[config.mk]
export PLATFORM = sky130hd
export DESIGN_NAME = start_length_end_deframer_top
export DESIGN_NICKNAME = d
export VERILOG_FILES = /design/src/rtl/core/sled_pkg.sv /design/src/rtl/core/sled_ram.sv /design/src/rtl/core/start_length_end_deframer_top.sv
export SDC_FILE = /design/constraint.sdc
export NUM_CORES = 1
export LEC_CHECK = 0
export ABC_AREA = 1
export BUFFER_PORTS_ARGS = -buffer_cell sky130_fd_sc_hd__buf_2
export CAP_MARGIN = 20
export CORE_MARGIN = 10
export CORE_UTILIZATION = 63
export CTS_BUF_LIST = sky130_fd_sc_hd__clkbuf_16
export CTS_CLUSTER_DIAMETER = 50
export DETAILED_ROUTE_END_ITERATION = 12
export GPL_ROUTABILITY_DRIVEN = 0
export GPL_TIMING_DRIVEN = 0
export PLACE_DENSITY = 0.8
export SYNTH_ARGS = -nofsm -noshare
export SYNTH_HDL_FRONTEND = slang
export SYNTH_HIERARCHICAL = 1
export SYNTH_SLANG_ARGS = --single-unit
[constraint.sdc]
create_clock -name clk -period 3.6 [get_ports clk]
set_input_delay 0.54 -clock clk [delete_from_list [all_inputs] [get_ports clk]]
set_output_delay 0.54 -clock clk [all_outputs]
set_load 0.1 [all_outputs]
[src/rtl/core/sled_pkg.sv]
// Package for the start/length/end byte deframer.
// Sequencer state type and configuration register indexes; no dependencies.
package sled_pkg;

    typedef logic [7:0] byte_t;

    // Configuration register indexes
    localparam logic CFG_START_BYTE = 1'b0;
    localparam logic CFG_END_BYTE   = 1'b1;

    // Smallest legal frame: start, length and end bytes, empty payload
    localparam byte_t MIN_FRAME_LEN = 8'd3;

    typedef enum logic [3:0] {
        ST_IDLE,
        ST_SCAN_RD,
        ST_SCAN_EV,
        ST_LEN_RD,
        ST_LEN_EV,
        ST_END_RD,
        ST_END_EV,
        ST_EMIT_RD,
        ST_EMIT_EV
    } sled_state_t;

endpackage

[src/rtl/core/sled_ram.sv]
// Generic single-port-write, single-port-read RAM with registered read data.
// No package dependencies.
module sled_ram #(
    parameter int WIDTH = 8,
    parameter int DEPTH = 64
) (
    input  logic                     clk,
    input  logic                     we,
    input  logic [$clog2(DEPTH)-1:0] waddr,
    input  logic [WIDTH-1:0]         wdata,
    input  logic [$clog2(DEPTH)-1:0] raddr,
    output logic [WIDTH-1:0]         rdata
);

    logic [WIDTH-1:0] mem [DEPTH];

    always_ff @(posedge clk)
    begin
        if (we)
        begin
            mem[waddr] <= wdata;
        end
        rdata <= mem[raddr];
    end

endmodule

[src/rtl/core/start_length_end_deframer_top.sv]
// Start/length/end byte deframer, top level. Uses sled_pkg and sled_ram.
// A byte is taken only in idle; after its write each window RAM read (start,
// length, end byte, each byte discarded by a rescan, each payload byte) takes a
// read and an evaluate state on the single read port. After the closing byte's
// transfer SCAN, LEN, END and EMIT each run _RD then _EV, and EMIT_EV registers
// the first payload byte. Reset clears the sequencer, fill, head, out_valid and
// config registers; the window RAM is not, as only entries below fill are read.
module start_length_end_deframer_top
    import sled_pkg::*;
#(
    parameter int MAX_FRAME = 64
) (
    input  logic       clk,
    input  logic       rst_n,
    // configuration write port
    input  logic       cfg_we,
    input  logic       cfg_index,
    input  logic [7:0] cfg_data,
    // received byte stream
    input  logic       in_valid,
    output logic       in_ready,
    input  logic [7:0] rx_byte,
    // payload stream
    output logic       out_valid,
    input  logic       out_ready,
    output logic [7:0] payload_byte,
    output logic       frame_last,
    output logic [5:0] payload_length
);

    // PW: window pointer width, FW: fill count width (holds MAX_FRAME itself)
    localparam int PW = $clog2(MAX_FRAME);
    localparam int FW = $clog2(MAX_FRAME + 1);
    localparam int CW = (FW > 8 ? FW : 8) + 1;
    localparam logic [FW:0]   MAX_EXT = (FW + 1)'(MAX_FRAME);
    localparam logic [FW-1:0] MAX_FILL = FW'(MAX_FRAME);
    localparam logic [CW-1:0] MAX_CMP = CW'(MAX_FRAME);

    // Circular window: head points at the oldest byte held
    function automatic logic [PW-1:0] wrap_add(input logic [PW-1:0] base,
                                               input logic [FW-1:0] offs);
        logic [FW:0] sum;
        sum = {{(FW + 1 - PW){1'b0}}, base} + {1'b0, offs};
        if (sum >= MAX_EXT)
        begin
            sum = sum - MAX_EXT;
        end
        return sum[PW-1:0];
    endfunction

    sled_state_t   state_reg, state_next;
    logic [PW-1:0] head_reg, head_next;
    logic [FW-1:0] fill_reg, fill_next;
    byte_t         len_reg, len_next;
    byte_t         k_reg, k_next;
    byte_t         start_byte_reg, end_byte_reg;

    logic          out_valid_reg, out_valid_next;
    byte_t         payload_byte_reg, payload_byte_next;
    logic          frame_last_reg, frame_last_next;
    logic [5:0]    payload_length_reg, payload_length_next;

    logic          ram_we;
    logic [PW-1:0] ram_waddr;
    logic [PW-1:0] ram_raddr;
    byte_t         ram_rdata;

    byte_t         count;
    logic          last_k;
    logic          out_free;
    logic [FW-1:0] fill_dec;
    logic [PW-1:0] head_inc;

    sled_ram #(
        .WIDTH (8),
        .DEPTH (MAX_FRAME)
    ) u_window (
        .clk   (clk),
        .we    (ram_we),
        .waddr (ram_waddr),
        .wdata (rx_byte),
        .raddr (ram_raddr),
        .rdata (ram_rdata)
    );

    // Configuration registers; the user keeps the stream quiet around writes, the block does not enforce it
    always_ff @(posedge clk or negedge rst_n)
    begin
        if (!rst_n)
        begin
            start_byte_reg <= '0;
            end_byte_reg   <= '0;
        end
        else if (cfg_we)
        begin
            case (cfg_index)
                CFG_START_BYTE: start_byte_reg <= cfg_data;
                CFG_END_BYTE:   end_byte_reg   <= cfg_data;
                default:        ;
            endcase
        end
    end

    always_ff @(posedge clk or negedge rst_n)
    begin
        if (!rst_n)
        begin
            state_reg     <= ST_IDLE;
            head_reg      <= '0;
            fill_reg      <= '0;
            out_valid_reg <= 1'b0;
        end
        else
        begin
            state_reg     <= state_next;
            head_reg      <= head_next;
            fill_reg      <= fill_next;
            out_valid_reg <= out_valid_next;
        end
    end

    // Payload registers, no reset needed
    always_ff @(posedge clk)
    begin
        len_reg            <= len_next;
        k_reg              <= k_next;
        payload_byte_reg   <= payload_byte_next;
        frame_last_reg     <= frame_last_next;
        payload_length_reg <= payload_length_next;
    end

    assign count    = len_reg - MIN_FRAME_LEN;
    assign last_k   = (k_reg + 8'd1) == count;
    assign out_free = !out_valid_reg || out_ready;
    assign fill_dec = fill_reg - FW'(1);
    assign head_inc = wrap_add(head_reg, FW'(1));

    assign in_ready  = (state_reg == ST_IDLE);
    assign ram_we    = in_valid && in_ready;
    // head + fill also lands on head when the window is full (oldest overwritten)
    assign ram_waddr = wrap_add(head_reg, fill_reg);

    always_comb
    begin
        state_next          = state_reg;
        head_next           = head_reg;
        fill_next           = fill_reg;
        len_next            = len_reg;
        k_next              = k_reg;
        payload_byte_next   = payload_byte_reg;
        frame_last_next     = frame_last_reg;
        payload_length_next = payload_length_reg;
        out_valid_next      = out_valid_reg && !out_ready;
        ram_raddr           = head_reg;

        case (state_reg)
            ST_IDLE:
            begin
                if (in_valid)
                begin
                    if (fill_reg == MAX_FILL)
                    begin
                        head_next = head_inc;
                    end
                    else
                    begin
                        fill_next = fill_reg + FW'(1);
                    end
                    state_next = ST_SCAN_RD;
                end
            end

            ST_SCAN_RD:
            begin
                state_next = ST_SCAN_EV;
            end

            // Front byte: keep if start byte, else drop and rescan
            ST_SCAN_EV:
            begin
                if (ram_rdata == start_byte_reg)
                begin
                    state_next = (fill_reg < FW'(2)) ? ST_IDLE : ST_LEN_RD;
                end
                else
                begin
                    head_next  = head_inc;
                    fill_next  = fill_dec;
                    state_next = (fill_dec == '0) ? ST_IDLE : ST_SCAN_RD;
                end
            end

            ST_LEN_RD:
            begin
                ram_raddr  = head_inc;
                state_next = ST_LEN_EV;
            end

            ST_LEN_EV:
            begin
                ram_raddr = head_inc;
                len_next  = ram_rdata;
                if (ram_rdata < MIN_FRAME_LEN || CW'(ram_rdata) > MAX_CMP)
                begin
                    head_next  = head_inc;
                    fill_next  = fill_dec;
                    state_next = (fill_dec == '0) ? ST_IDLE : ST_SCAN_RD;
                end
                else if (CW'(fill_reg) < CW'(ram_rdata))
                begin
                    state_next = ST_IDLE;
                end
                else
                begin
                    state_next = ST_END_RD;
                end
            end

            ST_END_RD:
            begin
                ram_raddr  = wrap_add(head_reg, FW'(len_reg - 8'd1));
                state_next = ST_END_EV;
            end

            ST_END_EV:
            begin
                ram_raddr = wrap_add(head_reg, FW'(len_reg - 8'd1));
                if (ram_rdata != end_byte_reg)
                begin
                    head_next  = head_inc;
                    fill_next  = fill_dec;
                    state_next = (fill_dec == '0) ? ST_IDLE : ST_SCAN_RD;
                end
                else if (len_reg == MIN_FRAME_LEN)
                begin
                    // empty payload: frame leaves the window silently
                    head_next  = wrap_add(head_reg, FW'(len_reg));
                    fill_next  = fill_reg - FW'(len_reg);
                    state_next = ST_IDLE;
                end
                else
                begin
                    k_next     = '0;
                    state_next = ST_EMIT_RD;
                end
            end

            ST_EMIT_RD:
            begin
                ram_raddr  = wrap_add(head_reg, FW'(k_reg + 8'd2));
                state_next = ST_EMIT_EV;
            end

            // Hold the read address so rdata stays put while the output stalls
            ST_EMIT_EV:
            begin
                ram_raddr = wrap_add(head_reg, FW'(k_reg + 8'd2));
                if (out_free)
                begin
                    out_valid_next      = 1'b1;
                    payload_byte_next   = ram_rdata;
                    frame_last_next     = last_k;
                    payload_length_next = count[5:0];
                    if (last_k)
                    begin
                        head_next  = wrap_add(head_reg, FW'(len_reg));
                        fill_next  = fill_reg - FW'(len_reg);
                        state_next = ST_IDLE;
                    end
                    else
                    begin
                        k_next     = k_reg + 8'd1;
                        state_next = ST_EMIT_RD;
                    end
                end
            end

            default:
            begin
                state_next = ST_IDLE;
            end
        endcase
    end

    assign out_valid      = out_valid_reg;
    assign payload_byte   = payload_byte_reg;
    assign frame_last     = frame_last_reg;
    assign payload_length = payload_length_reg;

    // Window bookkeeping never runs past the RAM
    assert property (@(posedge clk) disable iff (!rst_n)
        (fill_reg <= MAX_FILL) && (32'(head_reg) < 32'(MAX_FRAME)))
        else $error("window fill or head out of range");

    // Payload is only walked for a frame that is wholly held
    assert property (@(posedge clk) disable iff (!rst_n)
        (state_reg == ST_EMIT_EV) |-> (CW'(fill_reg) >= CW'(len_reg)))
        else $error("emitting a frame that is not complete");

    // A waiting result is never overwritten or lost
    assert property (@(posedge clk) disable iff (!rst_n)
        (out_valid_reg && !out_ready) |=> (out_valid_reg && $stable(payload_byte_reg)))
        else $error("stalled result dropped");

endmodule
Word level (Yosys, flattened, before mapping)
Memory sizes are Yosys's and may differ from the RTL's. A register that Yosys moved wholly into a read port is not among the register bits.
Index checks and enable logic that the tools add are counted.
- add/sub/neg operators: 17
- order comparisons: 9
- eq/ne operators: 24
- mux-type cells: 44
- bitwise logic cells: 1
- reductions and logical operators: 20
- operators by type and width (kind ; count):
    2-to-1 mux 6 bit ; 13
    2-to-1 mux 7 bit ; 8
    one-hot mux 4 bit (9 select lines) ; 1
    one-hot mux 7 bit (5 select lines) ; 1
    adder 6 x 7 -> 8 bit ; 4
    >= comparator 8 x 7 -> 1 bit (second input constant) ; 4
    2-to-1 mux 8 bit ; 4
    one-hot mux 6 bit (5 select lines) ; 1
    subtractor 6 x 1 -> 6 bit (second input constant) ; 5
    != test 2 bit (second input constant) ; 9
    one-hot mux 6 bit (3 select lines) ; 1
    == test 4 x 3 -> 1 bit (second input constant) ; 4
    == test 8 bit ; 2
    one-hot mux 8 bit (2 select lines) ; 1
    AND reduction 8 bit ; 2
    2-to-1 mux 3 bit ; 5
    subtractor 7 x 1 -> 7 bit (second input constant) ; 2
    adder 8 x 1 -> 8 bit (second input constant) ; 1
    == test 4 x 2 -> 1 bit (second input constant) ; 2
    == test 8 x 2 -> 1 bit (second input constant) ; 1
    > comparator 8 x 7 -> 1 bit (second input constant) ; 1
    less-than comparator 7 x 8 -> 1 bit ; 1
    less-than comparator 8 x 2 -> 1 bit (second input constant) ; 1
    2-to-1 mux 4 bit ; 2
    26 further kinds ; 39
- register bits after elaboration: 65
- RAM bits: 512
- logic and storage cells: 127
- memories: 1
- memories (memory ; depth ; bits a word ; rd ports ; clocked after memory_dff ; wr ports ; RTL line ; text):
    u_window.mem ; 64 ; 8 ; 1 ; 1 ; 1 ; sled_ram.sv:15 ; logic [WIDTH-1:0] mem [DEPTH];

Depth between registers and ports, before layout
Gate-level depths: netlist of the first run.
- depth in word-level cells: 6
- depth in mapped cells: 20

Modules after synthesis
The synthesis of the first run kept the hierarchy.
- modules (own cells, without submodules) (module ; times used ; cells an instance ; area an instance (um2) ; sequential area each (um2)):
    sled_ram ; 1 ; 1805 ; 21339.2 ; 15534.9
    start_length_end_deframer_top ; 1 ; 730 ; 5331.4 ; 1781.7

Worst setup path before layout of the first run
Ideal clock, no wire load.
- path type: flip-flop to flip-flop
- start point: register state_reg[1]
- end point: memory u_window.mem[48][0] (enable)
- library setup time: 395 ps
- data arrival time: 3720 ps
- required time: 3205 ps
- path slack: -515 ps
- stages on the path, launching flop included: 9
- buffers on the path: 1
- period minus slack after synthesis: 4115 ps
- cell sequence: dfrtp_1 -> nor2_2 -> inv_1 -> nor2_1 -> inv_1 -> nor2_1 -> clkbuf_1 -> nand4_1 -> nor4_1
- cells in the longest elaborated chain, start to end: 4
- RTL lines (item ; RTL line ; text):
    from (decl) ; start_length_end_deframer_top.sv:51 ; sled_state_t state_reg, state_next;
    from (signal assigned) ; start_length_end_deframer_top.sv:115 ; state_reg <= state_next;
    logical NOT 4 bit ; start_length_end_deframer_top.sv:138 ; assign in_ready = (state_reg == ST_IDLE);
    named net in_ready ; start_length_end_deframer_top.sv:21 ; output logic in_ready,
    logical AND 1 bit ; start_length_end_deframer_top.sv:139 ; assign ram_we = in_valid && in_ready;
    named net ram_we ; start_length_end_deframer_top.sv:63 ; logic ram_we;
    2-to-1 mux 1 bit ; sled_ram.sv:19 ; if (we)
    2-to-1 mux 1 bit (not written as such) ; sled_ram.sv:21 ; mem[waddr] <= wdata;
    to (decl) ; sled_ram.sv:15 ;
The timed path passes the listed nets, and every way through them passes these cells.

Worst setup path in the final report of the first run
- start point: register head_reg[0]
- end point: memory u_window.mem[28][3] (enable)
- cells in the longest elaborated chain, start to end: 3
- RTL lines (item ; RTL line ; text):
    from (decl) ; start_length_end_deframer_top.sv:52 ; logic [PW-1:0] head_reg, head_next;
    from (signal assigned) ; start_length_end_deframer_top.sv:116 ; head_reg <= head_next;
    adder 6 x 7 -> 8 bit * ; start_length_end_deframer_top.sv:43 ; sum = {{(FW + 1 - PW){1'b0}}, base} + {1'b0, offs};
    >= comparator 8 x 7 -> 1 bit / subtractor 6 x 1 -> 6 bit (equally long branches) ; start_length_end_deframer_top.sv:44, start_length_end_deframer_top.sv:46 ;
    2-to-1 mux 6 bit * ; start_length_end_deframer_top.sv:44 ; if (sum >= MAX_EXT)
    named net ram_waddr[4] ; start_length_end_deframer_top.sv:64 ; logic [PW-1:0] ram_waddr;
Mark *: on every way through the listed nets, which the timed path passes. The rest lies on a longest branch.

==> metrics.md, run 1 <==
| Metric | Value |
|---|---|
| Fillers | 2701 |
| CTS Buffer Depth | 3 |
| Initial antenna violation count | 1 |
| Setup violations, final | 99 |
| Final worst path period share | 104% |
| Largest net degree at the start of global routing | 65 |
| Clock Skew | 20.7 ps |
| Worst-Skew Late Latency | 630 ps |
| Met3 wire len | 11.1 mm |
| Slowest CP cell | nor2_1 |
| Clk slew on worst S/H paths | 60 ps |
| Final ANT Viol Nets | 0 |
| CP startpoint kind | flip-flop |
| Vias in the first global route | 19456 |
| GR Overflow Total | 0 |
| Antenna Cells | 0 |
| Top reg by flops | u_window/mem |
| H-tree depth | 2 |
| Fmax | 0.266 GHz |
| Met1 Wirelength | 26.2 mm |
| Starting Density | 63.6% |
| Commonest non-fill, non-tap cell in the layout | nand2_1 |
| Asr flop ratio synth | 5.81% |
| TritonCTS clock tree | built |
| Cell variety after synth | 45 |
| WS Path Type | flip-flop to flip-flop |
| Vias per cell | 6.42 |
| 1st-iter DRT viols | 3179 |
| RSZ-0062 raised after global routing | true |
| Hold Vio Cnt, Final | 1 |
| Syn. warnings | 6 |
| Hold crit path type | primary input to async pin |
| Failing checks | negative hold slack, negative setup slack |
| Mapped Cells | 2535 |
| Net Count, Synth | 2596 |
| Tmin final | 3760 ps |
| R2r setup slk | -160 ps |
| Total CTS buffers | 60 |
| Synth Register Bits | 585 |
| Final wirelength | 77.4 mm |
| Crit-path cells | ha_1 -> inv_1 -> fa_1 -> o21ai_0 -> xor2_1 -> nand3_1 -> nor2_1 |
| Post-synth top flop | edfxtp_1 |
| Max_cap viols | 0 |
| DIE AREA | 51000 um^2 |
| Syn_area_per_cell | 10.5 um^2 |
| Outcome | finished with violations |
| Worst relative slew slack | 30.8% |
| Arrival time worst endpoint | 4010 ps |
| Total GRT Usage | 29.7% |
| Io pins | 39 |
| Sink Count | 585 |
| Die height | 226 um |
| Fin Setup TNS | -8050 ps |
| Final max-slew violation count | 0 |
| Final cell count without fillers | 3265 |
| Placed insts | 3126 |
| Post-synth EDFFs | 543 |
| Die X | 226 um |
| Area grow syn2layout | 14.3% |
| Routed wl met2 | 35.1 mm |
| Crit Path Max Fanout | 9 |
| First-pass GRT wire length | 114 mm |
| Hold Buf Count CTS | 0 |
| Max layer used | met4 |
| Placed wire-length estimate | 50.8 mm |
| Nature of the critical path endpoint | flip-flop |
| Largest register FFs | 512 |
| Commonest non-fill, non-tap cells in the layout | nand2_1 (876), edfxtp_1 (543), nand3_1 (482), inv_1 (119), buf_4 (67) |
| Crit-path max cell delay | 790 ps |
| Share of the yosys chip area belonging to registers | 64.9% |
| Min setup slack post-route | -157 ps |
| Vias | 20948 |
| Core Region | 41900 um^2 |
| TritonRoute pass-1 iters | 9 |
| Worst-Margin Slew | 1030 ps |
| # rows | 75 |
| Layout Nets | 2741 |
| I/O Buffers | 38 |
| Worst-case hold slack | -3.36 ps |
| DRC viols | 0 |
| Layout cells sized above 1 | 14.6% |
| Synthesized area | 26700 um^2 |
| Average routed wire per standard cell | 23.7 um |
| Worst Path Required | 3860 ps |
| CTS root buf | clkbuf_16 |
[path summary, 6_finish.rpt]
check,endpoint,from,cells past startpoint
max,u_window/mem[28][3],head_reg[0],7
min,state_reg[3],rst_n,1
max reg2reg,u_window/mem[28][3],head_reg[0],7
min reg2reg,start_byte_reg[3],start_byte_reg[3],2
max in group asynchronous,state_reg[1],rst_n,1
min in group clk,start_byte_reg[6],cfg_data[6],3
[routing by layer]
| layer | vias to the layer above | global-route usage, % |
|---|---|---|
| met4 | 0 | 15.1 |
| met1 | 9759 | 37.3 |
| met2 | 1766 | 46.8 |
| met5 | - | 0.201 |
| met3 | 409 | 7.99 |
| li1 | 9014 | - |
[Yosys cell counts (2+ instances only)]
master | n | area, um^2
a21o_1 | 2 | 15.0
a21oi_1 | 17 | 85.1
buf_1 | 10 | 37.5
buf_2 | 37 | 185
buf_4 | 14 | 105
buf_6 | 37 | 417
buf_8 | 3 | 45.0
clkbuf_1 | 20 | 75.1
dfrtp_1 | 34 | 851
dfxtp_1 | 8 | 160
edfxtp_1 | 543 | 16300
fa_1 | 4 | 80.1
ha_1 | 35 | 438
inv_1 | 111 | 417
inv_2 | 6 | 22.5
nand2_1 | 876 | 3290
nand2_2 | 5 | 31.3
nand3_1 | 493 | 2470
nand3_2 | 5 | 50.1
nand3b_1 | 4 | 30.0
nand4_1 | 36 | 225
nor2_1 | 106 | 398
nor2_2 | 5 | 31.3
nor2_4 | 3 | 33.8
nor3_1 | 4 | 20.0
nor4_1 | 8 | 50.1
o21ai_0 | 35 | 175
o21bai_1 | 2 | 15.0
or2_2 | 6 | 37.5
xnor2_1 | 19 | 166
xor2_1 | 33 | 289
[per-stage QoR]
stage                     setup slack (ps)  utilization, %  instance area [um^2]
final                                 -157            72.7                 30500
after global routing                  -434            72.7                 30500
after CTS                             -165            71.4                 30000
after detailed placement              -632            66.2                 27800
after global placement                -702            65.6                 27500
after floorplan                       28.6               -                 26700
[cell type report]
type	instances	area (um^2)	share of cell area, %
clock inverter	47	423	1.39
tap	539	674	2.21
multi-input combinational	1710	8410	27.6
sequential	585	17300	56.8
clock buffer	61	1530	5.01
buffer	121	1040	3.42
timing repair buffer	84	639	2.10
inverter	118	462	1.51
[logic make-up (layout without fill, tap and decap cells)]
family,count (synthesis),count (layout),synth area share (%)
AOI/OAI and AO/OA,65,65,1.36
xor gates and xnor gates,52,52,1.71
adders and majority gates,39,39,1.94
buffers and inverters,240,431,4.94
DFF,585,585,64.9
and+or+nand+nor,1554,1554,25.1
[worst max-delay path: cells and delay by family (launching register included)]
| family | cells | cell delay, ps |
|---|---|---|
| buffers and inverters | 1 | 60 |
| and+or+nand+nor | 2 | 1440 |
| DFF | 1 | 560 |
| adders and majority gates | 2 | 610 |
| xor gates and xnor gates | 1 | 490 |
| AOI/OAI and AO/OA | 1 | 210 |
[timing repair]
item,4_1_cts,5_1_grt
resized for setup,81,104
buffers inserted,3,28
gates cloned,0,0
pin swaps,1,12
endpoints found under the setup margin,219,505
Power of run 1 is not shown: default switching activity piles up to over one toggle a cycle in this logic, so the estimate is an artifact.
==> run 2: changes to the inputs <==
==> constraint.sdc (replaced) <==
create_clock -name clk -period 3.6 [get_ports clk]
set_input_delay 0.18 -clock clk [delete_from_list [all_inputs] [get_ports clk]]
set_output_delay 0.18 -clock clk [all_outputs]
set_load 0.1 [all_outputs]
==> metrics.md, run 2 (same netlist as run 1, synthesis figures left out) <==
| Metric | Value |
|---|---|
| Hold crit path type | primary input to flip-flop (was primary input to async pin) |
| Io pins | 39 (unchanged) |
| Commonest non-fill, non-tap cells in the layout | nand2_1 (876), edfxtp_1 (543), nand3_1 (483), inv_1 (121), buf_4 (69) (was nand2_1 (876), edfxtp_1 (543), nand3_1 (482), inv_1 (119), buf_4 (67)) |
| Arrival time worst endpoint | 4170 ps (was 4010 ps) |
| Clk slew on worst S/H paths | 60 ps (about the same) |
| Fmax | 0.255 GHz (was 0.266 GHz) |
| Final worst path period share | 109% (was 104%) |
| Failing checks | negative setup slack (was negative hold slack, negative setup slack) |
| Initial antenna violation count | 1 (unchanged) |
| Worst relative slew slack | 27.5% (was 30.8%) |
| Layout cells sized above 1 | 14.4% (was 14.6%) |
| CP startpoint kind | flip-flop (unchanged) |
| Average routed wire per standard cell | 23.6 um (was 23.7 um) |
| DRC viols | 0 (unchanged) |
| Final wirelength | 77.4 mm (about the same) |
| Placed insts | 3126 (unchanged) |
| CP most frequent cell | inv_1 |
| Total CTS buffers | 60 (unchanged) |
| Vias | 20935 (was 20948) |
| Post-layout util | 73.1% (was 72.7%) |
| Final ANT Viol Nets | 0 (unchanged) |
| Slowest CP cell | nor2_1 (unchanged) |
| Nature of the critical path endpoint | flip-flop (unchanged) |
| CTS Buffer Depth | 3 (unchanged) |
| WS Path Type | flip-flop to flip-flop (unchanged) |
| Placed wire-length estimate | 50.8 mm (unchanged) |
| Sink Count | 585 (unchanged) |
| Outcome | finished with violations (unchanged) |
| Die X | 226 um (unchanged) |
| Top reg by flops | u_window/mem (unchanged) |
| Hold Vio Cnt, Final | 0 (was 1) |
| Starting Density | 63.6% (unchanged) |
| RSZ-0062 raised after global routing | true (unchanged) |
| DIE AREA | 51000 um^2 (unchanged) |
| Worst-Margin Slew | 1080 ps (was 1030 ps) |
| Die height | 226 um (unchanged) |
| TritonRoute pass-1 iters | 9 (unchanged) |
| CTS root buf | clkbuf_16 (unchanged) |
| Core Region | 41900 um^2 (unchanged) |
| Largest register FFs | 512 (unchanged) |
| Max_cap viols | 0 (unchanged) |
| Tmin final | 3920 ps (was 3760 ps) |
| Commonest non-fill, non-tap cell in the layout | nand2_1 (unchanged) |
| Vias per cell | 6.38 (was 6.42) |
| 1st-iter DRT viols | 3362 (was 3179) |
| Crit Path Max Fanout | 9 (unchanged) |
| Vias in the first global route | 19497 (was 19456) |
| I/O Buffers | 38 (unchanged) |
| Fin Setup TNS | -22440 ps (was -8050 ps) |
| TritonCTS clock tree | built (unchanged) |
| Setup violations, final | 240 (was 99) |
| Total GRT Usage | 29.8% (was 29.7%) |
| Final max-slew violation count | 0 (unchanged) |
| Area grow syn2layout | 14.9% (was 14.3%) |
| Worst Path Required | 3860 ps (about the same) |
| Worst-Skew Late Latency | 630 ps (about the same) |
| Antenna Cells | 0 (unchanged) |
| GR Overflow Total | 0 (unchanged) |
| First-pass GRT wire length | 114 mm (about the same) |
| Worst-case hold slack | 29.3 ps (was -3.36 ps) |
| Crit-path cells | ha_1 -> inv_1 -> fa_1 -> inv_1 -> clkbuf_1 -> inv_1 -> nand4_1 -> nor2_1 (was ha_1 -> inv_1 -> fa_1 -> o21ai_0 -> xor2_1 -> nand3_1 -> nor2_1) |
| Final cell count without fillers | 3282 (was 3265) |
| Layout Nets | 2758 (was 2741) |
| Largest net degree at the start of global routing | 65 (unchanged) |
| Clock Skew | 21.3 ps (was 20.7 ps) |
| Min setup slack post-route | -316 ps (was -157 ps) |
| H-tree depth | 2 (unchanged) |
| # rows | 75 (unchanged) |
| Crit-path max cell delay | 920 ps (was 790 ps) |
## run 2: final cells by class
cell class / instances / area, um^2
Sequential cell: 585 / 17300
Buffer: 121 / 1040
Clock buffer: 61 / 1530
Tap cell: 539 / 674
Multi-Input combinational cell: 1710 / 8410
Clock inverter: 47 / 423
Inverter: 118 / 455
Timing Repair Buffer: 101 / 802
Fill cell: 2677 / 11300
## run 2: critical path: cells and delay by family (launching register included)
family	cells	cell delay, ps
adders and majority gates	2	700
buffers and inverters	4	770
DFF	1	560
and+or+nand+nor	2	1510
## run 2: timing repair
| item | 4_1_cts | 5_1_grt |
|---|---|---|
| cloned | 0 | 0 |
| hold endpoints to repair | 52 | 0 |
| gates resized for setup | 81 | 96 |
| endpoints found under the setup margin | 219 | 512 |
| buffers inserted | 3 | 31 |
| pin swaps | 1 | 8 |
| hold buffers | 14 | 0 |
## run 2: per-stage QoR
step	area [um^2]	setup WS, ps
final	30600	-316
after global routing	30600	-467
after CTS	30100	-165
after detailed placement	27800	-632
after global placement	27500	-702
after floorplan	26700	28.6
## run 2: final timing paths
path	from	end	slack, ps	cells after the start
worst max-delay path	head_reg[0]	u_window/mem[12][5]	-320	8
worst min-delay path	in_valid	state_reg[1]	30	7
worst max register to register	head_reg[0]	u_window/mem[12][5]	-320	8
worst min register to register	start_byte_reg[3]	start_byte_reg[3]	510	2
max in group asynchronous	rst_n	state_reg[1]	2820	2
min in group asynchronous	rst_n	state_reg[3]	180	2
## run 2: layer usage
layer / track usage, % / routed length [um] / vias up
met1: 37.7 / 26600 / 9867
li1: - / - / 9061
met2: 47.1 / 35700 / 1646
met4: 14.9 / 4450 / 2
met5: 0 / 10 / -
met3: 7.76 / 10600 / 359
Power of run 2 is left out for the same reason.
